## src/hdl/qtl_pkg.sv

```systemverilog
package qtl_pkg;

   // default width of the internal position counters
   localparam int POSITION_WIDTH_DEF = 16;

   // most results one source byte can cause
   localparam int MAX_RESULTS = 4;

   // depth of the queue between the lexer and the result serializer
   localparam int QUEUE_DEPTH = 2;

   // result types
   localparam logic [1:0] RES_CONTENT = 2'd0;
   localparam logic [1:0] RES_TOKEN   = 2'd1;
   localparam logic [1:0] RES_ERROR   = 2'd2;

   // token kinds
   localparam logic [3:0] KIND_STRING = 4'd0;
   localparam logic [3:0] KIND_REGEX  = 4'd1;
   localparam logic [3:0] KIND_NUMBER = 4'd2;
   localparam logic [3:0] KIND_OP     = 4'd3;
   localparam logic [3:0] KIND_LPAREN = 4'd4;
   localparam logic [3:0] KIND_RPAREN = 4'd5;
   localparam logic [3:0] KIND_COMMA  = 4'd6;
   localparam logic [3:0] KIND_WORD   = 4'd7;
   localparam logic [3:0] KIND_END    = 4'd8;

   // operator codes
   localparam logic [2:0] OP_EQ   = 3'd0;
   localparam logic [2:0] OP_NE   = 3'd1;
   localparam logic [2:0] OP_LT   = 3'd2;
   localparam logic [2:0] OP_LE   = 3'd3;
   localparam logic [2:0] OP_GT   = 3'd4;
   localparam logic [2:0] OP_GE   = 3'd5;
   localparam logic [2:0] OP_STAR = 3'd6;

   // error codes
   localparam logic [1:0] ERR_OPEN_STRING = 2'd0;
   localparam logic [1:0] ERR_OPEN_REGEX  = 2'd1;
   localparam logic [1:0] ERR_BANG        = 2'd2;
   localparam logic [1:0] ERR_UNEXPECTED  = 2'd3;

   // source characters with a meaning of their own
   localparam logic [7:0] CH_QUOTE  = 8'h22;
   localparam logic [7:0] CH_SLASH  = 8'h2F;
   localparam logic [7:0] CH_BSLASH = 8'h5C;
   localparam logic [7:0] CH_UNDER  = 8'h5F;
   localparam logic [7:0] CH_DOT    = 8'h2E;
   localparam logic [7:0] CH_COLON  = 8'h3A;
   localparam logic [7:0] CH_MINUS  = 8'h2D;
   localparam logic [7:0] CH_PLUS   = 8'h2B;
   localparam logic [7:0] CH_EQUAL  = 8'h3D;
   localparam logic [7:0] CH_BANG   = 8'h21;
   localparam logic [7:0] CH_LESS   = 8'h3C;
   localparam logic [7:0] CH_MORE   = 8'h3E;
   localparam logic [7:0] CH_STAR   = 8'h2A;
   localparam logic [7:0] CH_LPAREN = 8'h28;
   localparam logic [7:0] CH_RPAREN = 8'h29;
   localparam logic [7:0] CH_COMMA  = 8'h2C;

   // one result as it leaves the block
   typedef struct packed {
      logic [1:0]  res_type;
      logic [3:0]  token_kind;
      logic [2:0]  op_code;
      logic [7:0]  content_byte;
      logic [15:0] position;
      logic [15:0] span_length;
      logic [1:0]  error_code;
   } qtl_result_type;

   // all results of one request, oldest in slot 0
   typedef struct packed {
      logic [2:0]                       count;
      qtl_result_type [MAX_RESULTS-1:0] slot;
   } qtl_bundle_type;

   // character classes, ASCII only
   function automatic logic is_digit(input logic [7:0] c);
      return c inside {[8'h30:8'h39]};
   endfunction

   function automatic logic is_alpha(input logic [7:0] c);
      return c inside {[8'h41:8'h5A], [8'h61:8'h7A]};
   endfunction

   function automatic logic is_space(input logic [7:0] c);
      return c inside {8'h20, [8'h09:8'h0D]};
   endfunction

   function automatic logic word_first(input logic [7:0] c);
      return is_alpha(c) || (c == CH_UNDER);
   endfunction

   function automatic logic word_next(input logic [7:0] c);
      return is_alpha(c) || is_digit(c) || (c inside {CH_UNDER, CH_DOT, CH_COLON});
   endfunction

   // result builders
   function automatic qtl_result_type mk_content(input logic [7:0] c);
      qtl_result_type r;
      r = '0;
      r.res_type = RES_CONTENT;
      r.content_byte = c;
      return r;
   endfunction

   function automatic qtl_result_type mk_token(input logic [3:0] kind, input logic [2:0] op,
                                               input logic [15:0] pos, input logic [15:0] span);
      qtl_result_type r;
      r = '0;
      r.res_type = RES_TOKEN;
      r.token_kind = kind;
      r.op_code = op;
      r.position = pos;
      r.span_length = span;
      return r;
   endfunction

   function automatic qtl_result_type mk_error(input logic [1:0] code, input logic [15:0] pos);
      qtl_result_type r;
      r = '0;
      r.res_type = RES_ERROR;
      r.error_code = code;
      r.position = pos;
      return r;
   endfunction

endpackage

```

## src/hdl/qtl_front.sv

```systemverilog
module qtl_front #(
   parameter int POSITION_WIDTH = qtl_pkg::POSITION_WIDTH_DEF
) (
   input  logic                    clock,
   input  logic                    reset,
   input  logic                    push,
   input  logic [7:0]              req_char_in,
   input  logic                    req_end_of_input,
   input  logic                    q_full,
   output logic                    q_push,
   output qtl_pkg::qtl_bundle_type q_data
);
   import qtl_pkg::*;

   localparam int PW = POSITION_WIDTH;
   localparam int NCAND = 5;

   typedef enum logic [11:0] {
      MODE_IDLE    = 12'b0000_0000_0001,
      MODE_STR     = 12'b0000_0000_0010,
      MODE_STR_ESC = 12'b0000_0000_0100,
      MODE_RGX     = 12'b0000_0000_1000,
      MODE_RGX_ESC = 12'b0000_0001_0000,
      MODE_INT     = 12'b0000_0010_0000,
      MODE_FRAC    = 12'b0000_0100_0000,
      MODE_WORD    = 12'b0000_1000_0000,
      MODE_LT      = 12'b0001_0000_0000,
      MODE_GT      = 12'b0010_0000_0000,
      MODE_BANG    = 12'b0100_0000_0000,
      MODE_SIGN    = 12'b1000_0000_0000
   } lexer_mode_type;

   lexer_mode_type mode_ff, mode_in, mode_nx;
   logic [PW-1:0]  start_ff, start_in, start_nx;
   logic [PW-1:0]  pos_ff, pos_in, pos_inc, fin_span;
   logic           minus_ff, minus_in, minus_nx;
   logic           halt_ff, halt_in, halt_nx;
   logic           accept, do_fresh;
   logic [7:0]     c;

   qtl_result_type [NCAND-1:0] cand;
   logic [NCAND-1:0]           cval;
   qtl_bundle_type             bundle;
   logic [2:0]                 fill;

   // low 16 bits of a position, zero extended when positions are narrower
   function automatic logic [15:0] out16(input logic [PW-1:0] v);
      logic [PW+15:0] ext;
      ext = {16'b0, v};
      return ext[15:0];
   endfunction

   assign c      = req_char_in;
   assign accept = push && !q_full;

   // saturating increment of the byte position
   assign pos_inc = (pos_ff == {PW{1'b1}}) ? pos_ff : pos_ff + 1'b1;

   // classify the byte: candidates from the open token, the fresh byte and end of text
   always_comb begin
      mode_nx  = mode_ff;
      start_nx = start_ff;
      minus_nx = minus_ff;
      halt_nx  = halt_ff;
      do_fresh = 1'b0;
      cand     = '0;
      cval     = '0;
      fin_span = '0;
      if (!halt_ff) begin
         // continue or close the open token
         case (mode_ff)
            MODE_STR: begin
               if (c == CH_BSLASH) begin
                  mode_nx = MODE_STR_ESC;
               end else if (c == CH_QUOTE) begin
                  cand[0] = mk_token(KIND_STRING, OP_EQ, out16(start_ff),
                                     out16(pos_inc - start_ff));
                  cval[0] = 1'b1;
                  mode_nx = MODE_IDLE;
               end else begin
                  cand[0] = mk_content(c);
                  cval[0] = 1'b1;
               end
            end
            MODE_STR_ESC: begin
               cand[0] = mk_content(c);
               cval[0] = 1'b1;
               mode_nx = MODE_STR;
            end
            MODE_RGX: begin
               if (c == CH_SLASH) begin
                  cand[0] = mk_token(KIND_REGEX, OP_EQ, out16(start_ff),
                                     out16(pos_inc - start_ff));
                  mode_nx = MODE_IDLE;
               end else begin
                  cand[0] = mk_content(c);
                  if (c == CH_BSLASH) begin
                     mode_nx = MODE_RGX_ESC;
                  end
               end
               cval[0] = 1'b1;
            end
            MODE_RGX_ESC: begin
               cand[0] = mk_content(c);
               cval[0] = 1'b1;
               mode_nx = MODE_RGX;
            end
            MODE_SIGN: begin
               if (is_digit(c)) begin
                  cand[0] = mk_content(minus_ff ? CH_MINUS : CH_PLUS);
                  cand[1] = mk_content(c);
                  cval[1:0] = 2'b11;
                  mode_nx = MODE_INT;
               end else begin
                  cand[0] = mk_error(ERR_UNEXPECTED, out16(start_ff));
                  cval[0] = 1'b1;
                  halt_nx = 1'b1;
                  mode_nx = MODE_IDLE;
               end
               minus_nx = 1'b0;
            end
            MODE_BANG: begin
               if (c == CH_EQUAL) begin
                  cand[0] = mk_token(KIND_OP, OP_NE, out16(start_ff),
                                     out16(pos_inc - start_ff));
               end else begin
                  cand[0] = mk_error(ERR_BANG, out16(start_ff));
                  halt_nx = 1'b1;
               end
               cval[0] = 1'b1;
               mode_nx = MODE_IDLE;
            end
            MODE_LT, MODE_GT: begin
               mode_nx = MODE_IDLE;
               cval[0] = 1'b1;
               if (c == CH_EQUAL) begin
                  cand[0] = mk_token(KIND_OP, (mode_ff == MODE_LT) ? OP_LE : OP_GE,
                                     out16(start_ff), out16(pos_inc - start_ff));
               end else begin
                  cand[0] = mk_token(KIND_OP, (mode_ff == MODE_LT) ? OP_LT : OP_GT,
                                     out16(start_ff), 16'd1);
                  do_fresh = 1'b1;
               end
            end
            MODE_INT, MODE_FRAC, MODE_WORD: begin
               cval[0] = 1'b1;
               if ((mode_ff == MODE_WORD) ? word_next(c) : is_digit(c)) begin
                  cand[0] = mk_content(c);
               end else if ((mode_ff == MODE_INT) && (c == CH_DOT)) begin
                  cand[0] = mk_content(c);
                  mode_nx = MODE_FRAC;
               end else begin
                  cand[0] = mk_token((mode_ff == MODE_WORD) ? KIND_WORD : KIND_NUMBER,
                                     OP_EQ, out16(start_ff), out16(pos_ff - start_ff));
                  do_fresh = 1'b1;
               end
            end
            default: begin
               do_fresh = 1'b1;
            end
         endcase

         // a byte outside any token starts one
         if (do_fresh) begin
            mode_nx  = MODE_IDLE;
            start_nx = pos_ff;
            cval[2]  = 1'b1;
            if (is_space(c)) begin
               cval[2] = 1'b0;
            end else if (c == CH_QUOTE) begin
               cval[2] = 1'b0;
               mode_nx = MODE_STR;
            end else if (c == CH_SLASH) begin
               cval[2] = 1'b0;
               mode_nx = MODE_RGX;
            end else if (is_digit(c)) begin
               cand[2] = mk_content(c);
               mode_nx = MODE_INT;
            end else if ((c == CH_MINUS) || (c == CH_PLUS)) begin
               cval[2]  = 1'b0;
               minus_nx = (c == CH_MINUS);
               mode_nx  = MODE_SIGN;
            end else if (c == CH_EQUAL) begin
               cand[2] = mk_token(KIND_OP, OP_EQ, out16(pos_ff), 16'd1);
            end else if (c == CH_BANG) begin
               cval[2] = 1'b0;
               mode_nx = MODE_BANG;
            end else if (c == CH_LESS) begin
               cval[2] = 1'b0;
               mode_nx = MODE_LT;
            end else if (c == CH_MORE) begin
               cval[2] = 1'b0;
               mode_nx = MODE_GT;
            end else if (c == CH_STAR) begin
               cand[2] = mk_token(KIND_OP, OP_STAR, out16(pos_ff), 16'd1);
            end else if (c == CH_LPAREN) begin
               cand[2] = mk_token(KIND_LPAREN, OP_EQ, out16(pos_ff), 16'd1);
            end else if (c == CH_RPAREN) begin
               cand[2] = mk_token(KIND_RPAREN, OP_EQ, out16(pos_ff), 16'd1);
            end else if (c == CH_COMMA) begin
               cand[2] = mk_token(KIND_COMMA, OP_EQ, out16(pos_ff), 16'd1);
            end else if (word_first(c)) begin
               cand[2] = mk_content(c);
               mode_nx = MODE_WORD;
            end else begin
               cand[2] = mk_error(ERR_UNEXPECTED, out16(pos_ff));
               halt_nx = 1'b1;
            end
         end

         // final byte: close the open token; end marker unless that is an error
         if (req_end_of_input && !halt_nx) begin
            fin_span = pos_inc - start_nx;
            cval[4]  = 1'b1;
            cand[4]  = mk_token(KIND_END, OP_EQ, out16(pos_inc), 16'd0);
            cval[3]  = 1'b1;
            case (mode_nx)
               MODE_STR, MODE_STR_ESC: begin
                  cand[3] = mk_error(ERR_OPEN_STRING, out16(start_nx));
                  cval[4] = 1'b0;
               end
               MODE_RGX, MODE_RGX_ESC: begin
                  cand[3] = mk_error(ERR_OPEN_REGEX, out16(start_nx));
                  cval[4] = 1'b0;
               end
               MODE_BANG: begin
                  cand[3] = mk_error(ERR_BANG, out16(start_nx));
                  cval[4] = 1'b0;
               end
               MODE_SIGN: begin
                  cand[3] = mk_error(ERR_UNEXPECTED, out16(start_nx));
                  cval[4] = 1'b0;
               end
               MODE_INT, MODE_FRAC: begin
                  cand[3] = mk_token(KIND_NUMBER, OP_EQ, out16(start_nx), out16(fin_span));
               end
               MODE_WORD: begin
                  cand[3] = mk_token(KIND_WORD, OP_EQ, out16(start_nx), out16(fin_span));
               end
               MODE_LT: begin
                  cand[3] = mk_token(KIND_OP, OP_LT, out16(start_nx), 16'd1);
               end
               MODE_GT: begin
                  cand[3] = mk_token(KIND_OP, OP_GT, out16(start_nx), 16'd1);
               end
               default: begin
                  cval[3] = 1'b0;
               end
            endcase
         end
      end
   end

   // pack the valid candidates into consecutive slots
   always_comb begin
      bundle = '0;
      fill   = '0;
      for (int i = 0; i < NCAND; i++) begin
         if (cval[i] && (fill < 3'(MAX_RESULTS))) begin
            bundle.slot[fill[1:0]] = cand[i];
            fill = fill + 3'd1;
         end
      end
      bundle.count = fill;
   end

   assign q_push = accept && (fill != 3'd0);
   assign q_data = bundle;

   // lexer state update, the final byte returns everything to reset values
   always_comb begin
      mode_in  = mode_ff;
      start_in = start_ff;
      pos_in   = pos_ff;
      minus_in = minus_ff;
      halt_in  = halt_ff;
      if (accept) begin
         if (req_end_of_input) begin
            mode_in  = MODE_IDLE;
            start_in = '0;
            pos_in   = '0;
            minus_in = 1'b0;
            halt_in  = 1'b0;
         end else begin
            mode_in  = mode_nx;
            start_in = start_nx;
            pos_in   = pos_inc;
            minus_in = minus_nx;
            halt_in  = halt_nx;
         end
      end
   end

   always_ff @(posedge clock) begin
      if (reset) begin
         mode_ff  <= MODE_IDLE;
         start_ff <= '0;
         pos_ff   <= '0;
         minus_ff <= 1'b0;
         halt_ff  <= 1'b0;
      end else begin
         mode_ff  <= mode_in;
         start_ff <= start_in;
         pos_ff   <= pos_in;
         minus_ff <= minus_in;
         halt_ff  <= halt_in;
      end
   end

endmodule

```

## src/hdl/qtl_queue.sv

```systemverilog
module qtl_queue (
   input  logic                    clock,
   input  logic                    reset,
   input  logic                    push,
   input  qtl_pkg::qtl_bundle_type push_data,
   output logic                    full,
   input  logic                    pop,
   output qtl_pkg::qtl_bundle_type pop_data,
   output logic                    empty
);
   import qtl_pkg::*;

   localparam int AW = (QUEUE_DEPTH > 1) ? $clog2(QUEUE_DEPTH) : 1;
   localparam int CW = $clog2(QUEUE_DEPTH + 1);

   qtl_bundle_type          entry_ff [QUEUE_DEPTH];
   logic [AW-1:0]           wr_ff, wr_in, rd_ff, rd_in;
   logic [CW-1:0]           cnt_ff, cnt_in;
   logic                    do_push, do_pop;

   assign full     = (cnt_ff == CW'(QUEUE_DEPTH));
   assign empty    = (cnt_ff == '0);
   assign do_push  = push && !full;
   assign do_pop   = pop && !empty;
   assign pop_data = entry_ff[rd_ff];

   // pointer and occupancy update
   always_comb begin
      wr_in  = wr_ff;
      rd_in  = rd_ff;
      cnt_in = cnt_ff;
      if (do_push) begin
         wr_in = (wr_ff == AW'(QUEUE_DEPTH - 1)) ? '0 : wr_ff + 1'b1;
      end
      if (do_pop) begin
         rd_in = (rd_ff == AW'(QUEUE_DEPTH - 1)) ? '0 : rd_ff + 1'b1;
      end
      if (do_push && !do_pop) begin
         cnt_in = cnt_ff + 1'b1;
      end else if (do_pop && !do_push) begin
         cnt_in = cnt_ff - 1'b1;
      end
   end

   always_ff @(posedge clock) begin
      if (reset) begin
         wr_ff  <= '0;
         rd_ff  <= '0;
         cnt_ff <= '0;
      end else begin
         wr_ff  <= wr_in;
         rd_ff  <= rd_in;
         cnt_ff <= cnt_in;
      end
   end

   // entry storage
   always_ff @(posedge clock) begin
      if (do_push) begin
         entry_ff[wr_ff] <= push_data;
      end
   end

endmodule

```

## src/hdl/qtl_back.sv

```systemverilog
module qtl_back (
   input  logic                    clock,
   input  logic                    reset,
   input  logic                    q_empty,
   input  qtl_pkg::qtl_bundle_type q_data,
   output logic                    q_pop,
   output logic                    empty,
   input  logic                    pop,
   output logic [1:0]              rsp_result_type,
   output logic [3:0]              rsp_token_kind,
   output logic [2:0]              rsp_op_code,
   output logic [7:0]              rsp_content_byte,
   output logic [15:0]             rsp_position,
   output logic [15:0]             rsp_span_length,
   output logic [1:0]              rsp_error_code,
   output logic                    rsp_last_of_run
);
   import qtl_pkg::*;

   qtl_bundle_type cur_ff, cur_in;
   logic           valid_ff, valid_in;
   logic [1:0]     sel_ff, sel_in;
   logic           last, advance, load;
   qtl_result_type head;

   // the request being delivered and the slot shown
   assign last    = ({1'b0, sel_ff} + 3'd1) == cur_ff.count;
   assign advance = pop && valid_ff;
   assign load    = !q_empty && (!valid_ff || (advance && last));
   assign q_pop   = load;

   always_comb begin
      cur_in   = cur_ff;
      valid_in = valid_ff;
      sel_in   = sel_ff;
      if (load) begin
         cur_in   = q_data;
         valid_in = 1'b1;
         sel_in   = '0;
      end else if (advance) begin
         if (last) begin
            valid_in = 1'b0;
         end else begin
            sel_in = sel_ff + 2'd1;
         end
      end
   end

   always_ff @(posedge clock) begin
      if (reset) begin
         valid_ff <= 1'b0;
         sel_ff   <= '0;
      end else begin
         valid_ff <= valid_in;
         sel_ff   <= sel_in;
      end
   end

   always_ff @(posedge clock) begin
      cur_ff <= cur_in;
   end

   // result ports
   assign head             = cur_ff.slot[sel_ff];
   assign empty            = !valid_ff;
   assign rsp_result_type  = head.res_type;
   assign rsp_token_kind   = head.token_kind;
   assign rsp_op_code      = head.op_code;
   assign rsp_content_byte = head.content_byte;
   assign rsp_position     = head.position;
   assign rsp_span_length  = head.span_length;
   assign rsp_error_code   = head.error_code;
   assign rsp_last_of_run  = last;

endmodule

```

## src/hdl/query_token_lexer.sv

```systemverilog
// query text tokenizer, one source byte per request
// request side: drive req_char_in and req_end_of_input with push; the byte is
//   taken at a clock edge where push is high and full is low. end_of_input marks
//   the last byte of a text; the next byte starts a new text at position 0.
// result side: while empty is low the oldest result is on the rsp_ ports; it is
//   taken at a clock edge where pop is high. rsp_last_of_run flags the final
//   result caused by one byte; whitespace and most opening bytes cause none.
// a result is registered in the queue and then in the serializer before it is shown.
// throughput: one byte per cycle while each byte causes at most one result and pop
//   stays high; the result side delivers one result per cycle while pop is high, so
//   bytes causing two to four results can hold the request side while they drain.
//   The result serializer sets the output rate.
// a two-entry queue of per-byte result groups sits between the lexer and the
//   serializer; when the receiver stalls it fills and full rises.
// reset (synchronous) returns the lexer to idle at position 0 and drops all
//   waiting results. After an error no results come until the end of the text.
module query_token_lexer #(
   parameter int POSITION_WIDTH = qtl_pkg::POSITION_WIDTH_DEF
) (
   input  logic        clock,
   input  logic        reset,
   input  logic        push,
   output logic        full,
   input  logic [7:0]  req_char_in,
   input  logic        req_end_of_input,
   output logic        empty,
   input  logic        pop,
   output logic [1:0]  rsp_result_type,
   output logic [3:0]  rsp_token_kind,
   output logic [2:0]  rsp_op_code,
   output logic [7:0]  rsp_content_byte,
   output logic [15:0] rsp_position,
   output logic [15:0] rsp_span_length,
   output logic [1:0]  rsp_error_code,
   output logic        rsp_last_of_run
);
   import qtl_pkg::*;

   qtl_bundle_type push_data, pop_data;
   logic           q_push, q_full, q_pop, q_empty;

   // lexer
   qtl_front #(
      .POSITION_WIDTH(POSITION_WIDTH)
   ) u_front (
      .clock            (clock),
      .reset            (reset),
      .push             (push),
      .req_char_in      (req_char_in),
      .req_end_of_input (req_end_of_input),
      .q_full           (q_full),
      .q_push           (q_push),
      .q_data           (push_data)
   );

   // result group queue
   qtl_queue u_queue (
      .clock     (clock),
      .reset     (reset),
      .push      (q_push),
      .push_data (push_data),
      .full      (q_full),
      .pop       (q_pop),
      .pop_data  (pop_data),
      .empty     (q_empty)
   );

   // result serializer
   qtl_back u_back (
      .clock            (clock),
      .reset            (reset),
      .q_empty          (q_empty),
      .q_data           (pop_data),
      .q_pop            (q_pop),
      .empty            (empty),
      .pop              (pop),
      .rsp_result_type  (rsp_result_type),
      .rsp_token_kind   (rsp_token_kind),
      .rsp_op_code      (rsp_op_code),
      .rsp_content_byte (rsp_content_byte),
      .rsp_position     (rsp_position),
      .rsp_span_length  (rsp_span_length),
      .rsp_error_code   (rsp_error_code),
      .rsp_last_of_run  (rsp_last_of_run)
   );

   assign full = q_full;

endmodule

```

## config.mk

```make
export PLATFORM = sky130hd
export DESIGN_NAME = query_token_lexer
export DESIGN_NICKNAME = d
export VERILOG_FILES = /design/src/hdl/qtl_pkg.sv /design/src/hdl/qtl_front.sv /design/src/hdl/qtl_queue.sv /design/src/hdl/qtl_back.sv /design/src/hdl/query_token_lexer.sv
export SDC_FILE = /design/constraint.sdc
export NUM_CORES = 1
export LEC_CHECK = 0
export ABC_CLOCK_PERIOD_IN_PS = 38200
export BUFFER_PORTS_ARGS = -buffer_cell sky130_fd_sc_hd__buf_4
export CAP_MARGIN = 20
export CORE_ASPECT_RATIO = 0.9
export CORE_MARGIN = 4
export CORE_UTILIZATION = 40
export DETAILED_ROUTE_END_ITERATION = 10
export SLEW_MARGIN = 20
export SYNTH_ARGS = -nofsm -noshare
export SYNTH_HDL_FRONTEND = slang
export SYNTH_SLANG_ARGS = --single-unit
```

## constraint.sdc

```tcl
create_clock -name clock -period 38.2 [get_ports clock]
set_input_delay 5.73 -clock clock [delete_from_list [all_inputs] [get_ports clock]]
set_output_delay 5.73 -clock clock [all_outputs]
set_load 0.005 [all_outputs]
```

==> results.ini <==
[run_status]
outcome = completed

[critical_path]
worst_setup_path_endpoint = u_queue.entry_ff[0][37]$_DFFE_PP_
timing.reg2reg.worst_path_depth = 22
worst_setup_path_end_kind = register
crit_path_max_incr_delay_ps = 710
critical_r2r_launch = u_front.mode_ff[10]$_SDFFE_PP0P_
cp.buffers_inverters = 5
register_to_register_path_setup_slack_ps = 31020
timing.critical_path.cells = buf_4 > or4b_1 > nor4_1 > nor3_1 > or3_1 > inv_1 > ha_1 > and3_1 > nor3_2 > o21ai_0 > ha_1 > or2_2 > nor3_1 > a211oi_1 > or3_1 > nor2b_4 > buf_4 > buf_12 > buf_16
timing_worst_setup_path_type = primary input to register
critical_path.max_fanout = 99
cp.required_ps = 38440
cp_slowest_cell = or4b_1
critical_path_arrival_ps = 12150
worst_path_dominant_cell_family = simple AND/OR/NAND/NOR gates
critical_path.reg2reg.endpoint = u_queue.entry_ff[0][37]$_DFFE_PP_
setup.worst_path.start_class = primary input
critical_path_depth = 19
critPathLaunch = req_char_in[4]

[sta]
finalMaxSlewViolations = 0
final-setup-viol-count = 0
worst_hold_slack_ps = 529
achievable-frequency_mhz = 84.0
fin_skew_ps = 22.6
finalHoldViolations = 0
post_route_fraction_of_the_period_consumed_by_the_critical_path = 0.312
min_period_ps = 11910
final.setup.worst_slack_ps = 26290
setup_tns_ps = 0
timing.max_slew.rel_slack = 0.258
grt_setup_unrepaired = false
worstMarginPinSlew_ps = 1110

[synth]
synth-edff-count = 612
multiplexer_share_of_the_synthesized_area = 0.113
synth_simple_gate_area_frac = 0.105
netlist_area_um2 = 31500
synth_async_sr_flop_share = 0
synthFlopType = edfxtp_1
synthDominantCellAreaShare = 0.584
synthTopCellsByArea = edfxtp_1 58%, mux2_2 7.4%, mux4_2 3.6%
post_synthesis_share_of_cell_area_spent_on_full_adders_half_adders_and_majority_gates = 0.0257
yosys.area_share.xor_xnor = 0.0164
synth-warning-count = 0
avgSynthCellArea_um2 = 13.2
post_synth_inst_count = 2388
ys_seq_elements = 665
synth_cell_types = 98
synth_compound_area_frac = 0.0952
synth_top_family_by_area = multiplexers
synth.yosys.seq_area_share = 0.617
synth_top_area_cell = edfxtp_1

[route]
postRouteWirelength_mm = 87.1
number_of_antenna_violating_nets_in_the_routed_design = 0
wire_per_inst_um = 24.9
drt_first_iter_violations = 2231
via_count = 20600
post_drt_via_cell_ratio = 5.87
route.detailed.drc = 0
detailed_router_iteration_count_before_antenna_repair = 5

[grt]
pin_count_of_the_biggest_net_entering_global_routing = 168
grt_util_all_layers = 0.205
global_route_wire_length_before_repair_mm = 131
total_overflow_reported_by_the_global_router = 0
antenna_found_initial = 1
via_count_of_the_first_global_routing_pass = 20100

[cts]
clock_path_buffers = 3
clk_transition_reported_paths_ps = 60
clk_latency_ps = 620
holdBufCountCts = 0
root_buffer_cell = clkbuf_16
cts_made_buffers = 73
cts_repair_resize_count = 0
h_tree_depth_reported_by_cts = 3
cts.repair_timing.setup_buffer_count = 0
tritoncts_clock_tree = done
cts.sinks = 665

[power_and_ir_drop]
power-per-cell-area_nw_per_um2 = 63.7
power.leakage_nw = 11.7
overall_power_after_layout_mw = 2.25
ir_drop_mv = 0.133

[placed_design]
dpl_worst_slack_ps = 25860
io_buffer_count = 66
standard_cell_area_after_detailed_placement_um2 = 32900
routabilityCongestion = 0.961
count_of_placed_standard_cells_including_taps = 3378
dp_hpwl_mm = 58.7

[cells_and_area]
fin_nets = 2490
finish.utilization = 0.454
diodes = 0
layout-drive-gt1-share = 0.206
fin_area_um2 = 35300
area_growth_pct = 12.2
fill_cells = 6982
final_std_cells_w_o_fill = 3506

[floorplanning]
die_w_um = 304
placeableCoreArea_um2 = 77900
floorplan_die_area_um2 = 83300
die_h_um = 274
num_rows = 97
starting_density = 0.404
io_pins = 67

[hold_path]
worstHoldPathType = register to register

[run]
timing.max_cap.violations = 0

worst min path at each step:
stage | from | endpoint | cells after the start
global route | u_front.start_ff[7]$_SDFFE_PP0P_ | u_front.start_ff[7]$_SDFFE_PP0P_ | 2
finish | u_back.valid_ff$_SDFFE_PP0P_ | u_back.valid_ff$_SDFFE_PP0P_ | 2
floorplan | u_back.valid_ff$_SDFFE_PP0P_ | u_back.valid_ff$_SDFFE_PP0P_ | 2
detailed placement | u_front.start_ff[6]$_SDFFE_PP0P_ | u_front.start_ff[6]$_SDFFE_PP0P_ | 2
global placement | u_queue.cnt_ff[1]$_SDFFE_PP0P_ | u_queue.cnt_ff[1]$_SDFFE_PP0P_ | 2
CTS | u_front.start_ff[6]$_SDFFE_PP0P_ | u_front.start_ff[6]$_SDFFE_PP0P_ | 2
state kept, by name, summed over array words and instances, names as in the netlist:
name and flops:
u_back.cur_ff 204, u_back.sel_ff 2, u_back.valid_ff 1, u_front.halt_ff 1, u_front.minus_ff 1, u_front.mode_ff 12, u_front.pos_ff 16, u_front.start_ff 16
u_queue.cnt_ff 2, u_queue.entry_ff 408, u_queue.rd_ff 1, u_queue.wr_ff 1
per-layer routing:
metal | vias up | track usage | wire (um)
met1 | 10400 | 0.299 | 39100
met5 | - | 0 | 13
li1 | 9185 | - | -
met2 | 835 | 0.318 | 39600
met3 | 116 | 0.0378 | 6830
met4 | 2 | 0.0504 | 1570
kinds of logic after synthesis:
kind of cell,count (synthesis)
compound gates,453
xor+xnor,59
fa+ha+maj,63
buf+inv,200
flops,665
mux,267
other cells,1
simple gates,680
worst register-to-register path: cells and delay by family (launching register included):
| kind | cells | cell delay (ps) |
|---|---|---|
| adders and majority gates | 3 | 890 |
| buffers and inverters | 6 | 2000 |
| DFF | 1 | 400 |
| AOI/OAI and AO/OA | 4 | 940 |
| and+or+nand+nor | 9 | 2380 |
cell usage after synthesis, types with 5 or more instances:
cell type and count:
edfxtp_1 612, nor2_1 233, mux2_2 207, nand2_1 154
a21oi_1 130, clkbuf_1 97, o21ai_0 82, nand3_1 60
ha_1 59, nor3_1 59, dfxtp_1 53, inv_1 50
mux4_2 50, buf_2 34, xnor2_1 32, and2_1 27
xor2_1 27, a22oi_1 26, o211ai_1 25, o22ai_1 21
a211oi_1 19, or3_1 19, nand2b_1 15, and3_1 14
nand4_1 14, o21a_1 14, a21o_1 13, o221ai_1 13
a221oi_1 12, nor2b_1 12, a32oi_1 11, nor4_1 11
mux2i_1 10, or2_2 10, a221o_1 8, a31oi_1 8
buf_1 7, buf_6 7, nor3_2 7, o21ai_1 7
nor3b_1 6, o211a_1 5
area by class of cell:
type	count	area (um^2)	area share
sequential	665	19400	0.550
multi-input combinational	1528	11300	0.319
clock buffer	93	1970	0.0556
tap	1039	1300	0.0368
timing repair buffer	95	771	0.0218
clock inverter	34	393	0.0111
inverter	52	195	0.00552
cell usage in the layout (no fill, tap or decap), types with 11 or more instances in the layout:
cell type,count
a211oi_1,19
o211ai_1,25
nor3_1,58
nand2b_1,15
clkinv_2,15
o22ai_1,21
xnor2_1,31
o21a_1,14
xor2_1,27
inv_1,50
dfxtp_1,50
a22oi_1,26
edfxtp_1,612
nor2b_1,11
nand2_1,154
a21o_1,13
a32oi_1,11
nor4_1,11
or3_1,19
a221oi_1,12
and3_1,14
nand3_1,60
a21oi_1,129
o21ai_0,82
clkbuf_16,76
clkbuf_1,17
o221ai_1,13
buf_4,91
ha_1,59
nor2_1,232
nand4_1,14
mux2_2,207
and2_1,27
mux4_2,50
where the power goes:
part	leakage [nW]	total (mW)	internal (mW)	switching (mW)
Clock	1.16	0.695	0.413	0.282
Combinational	4.24	0.458	0.212	0.246
Sequential	6.27	1.10	1.04	0.0623
(Power assumes the default switching activity.)
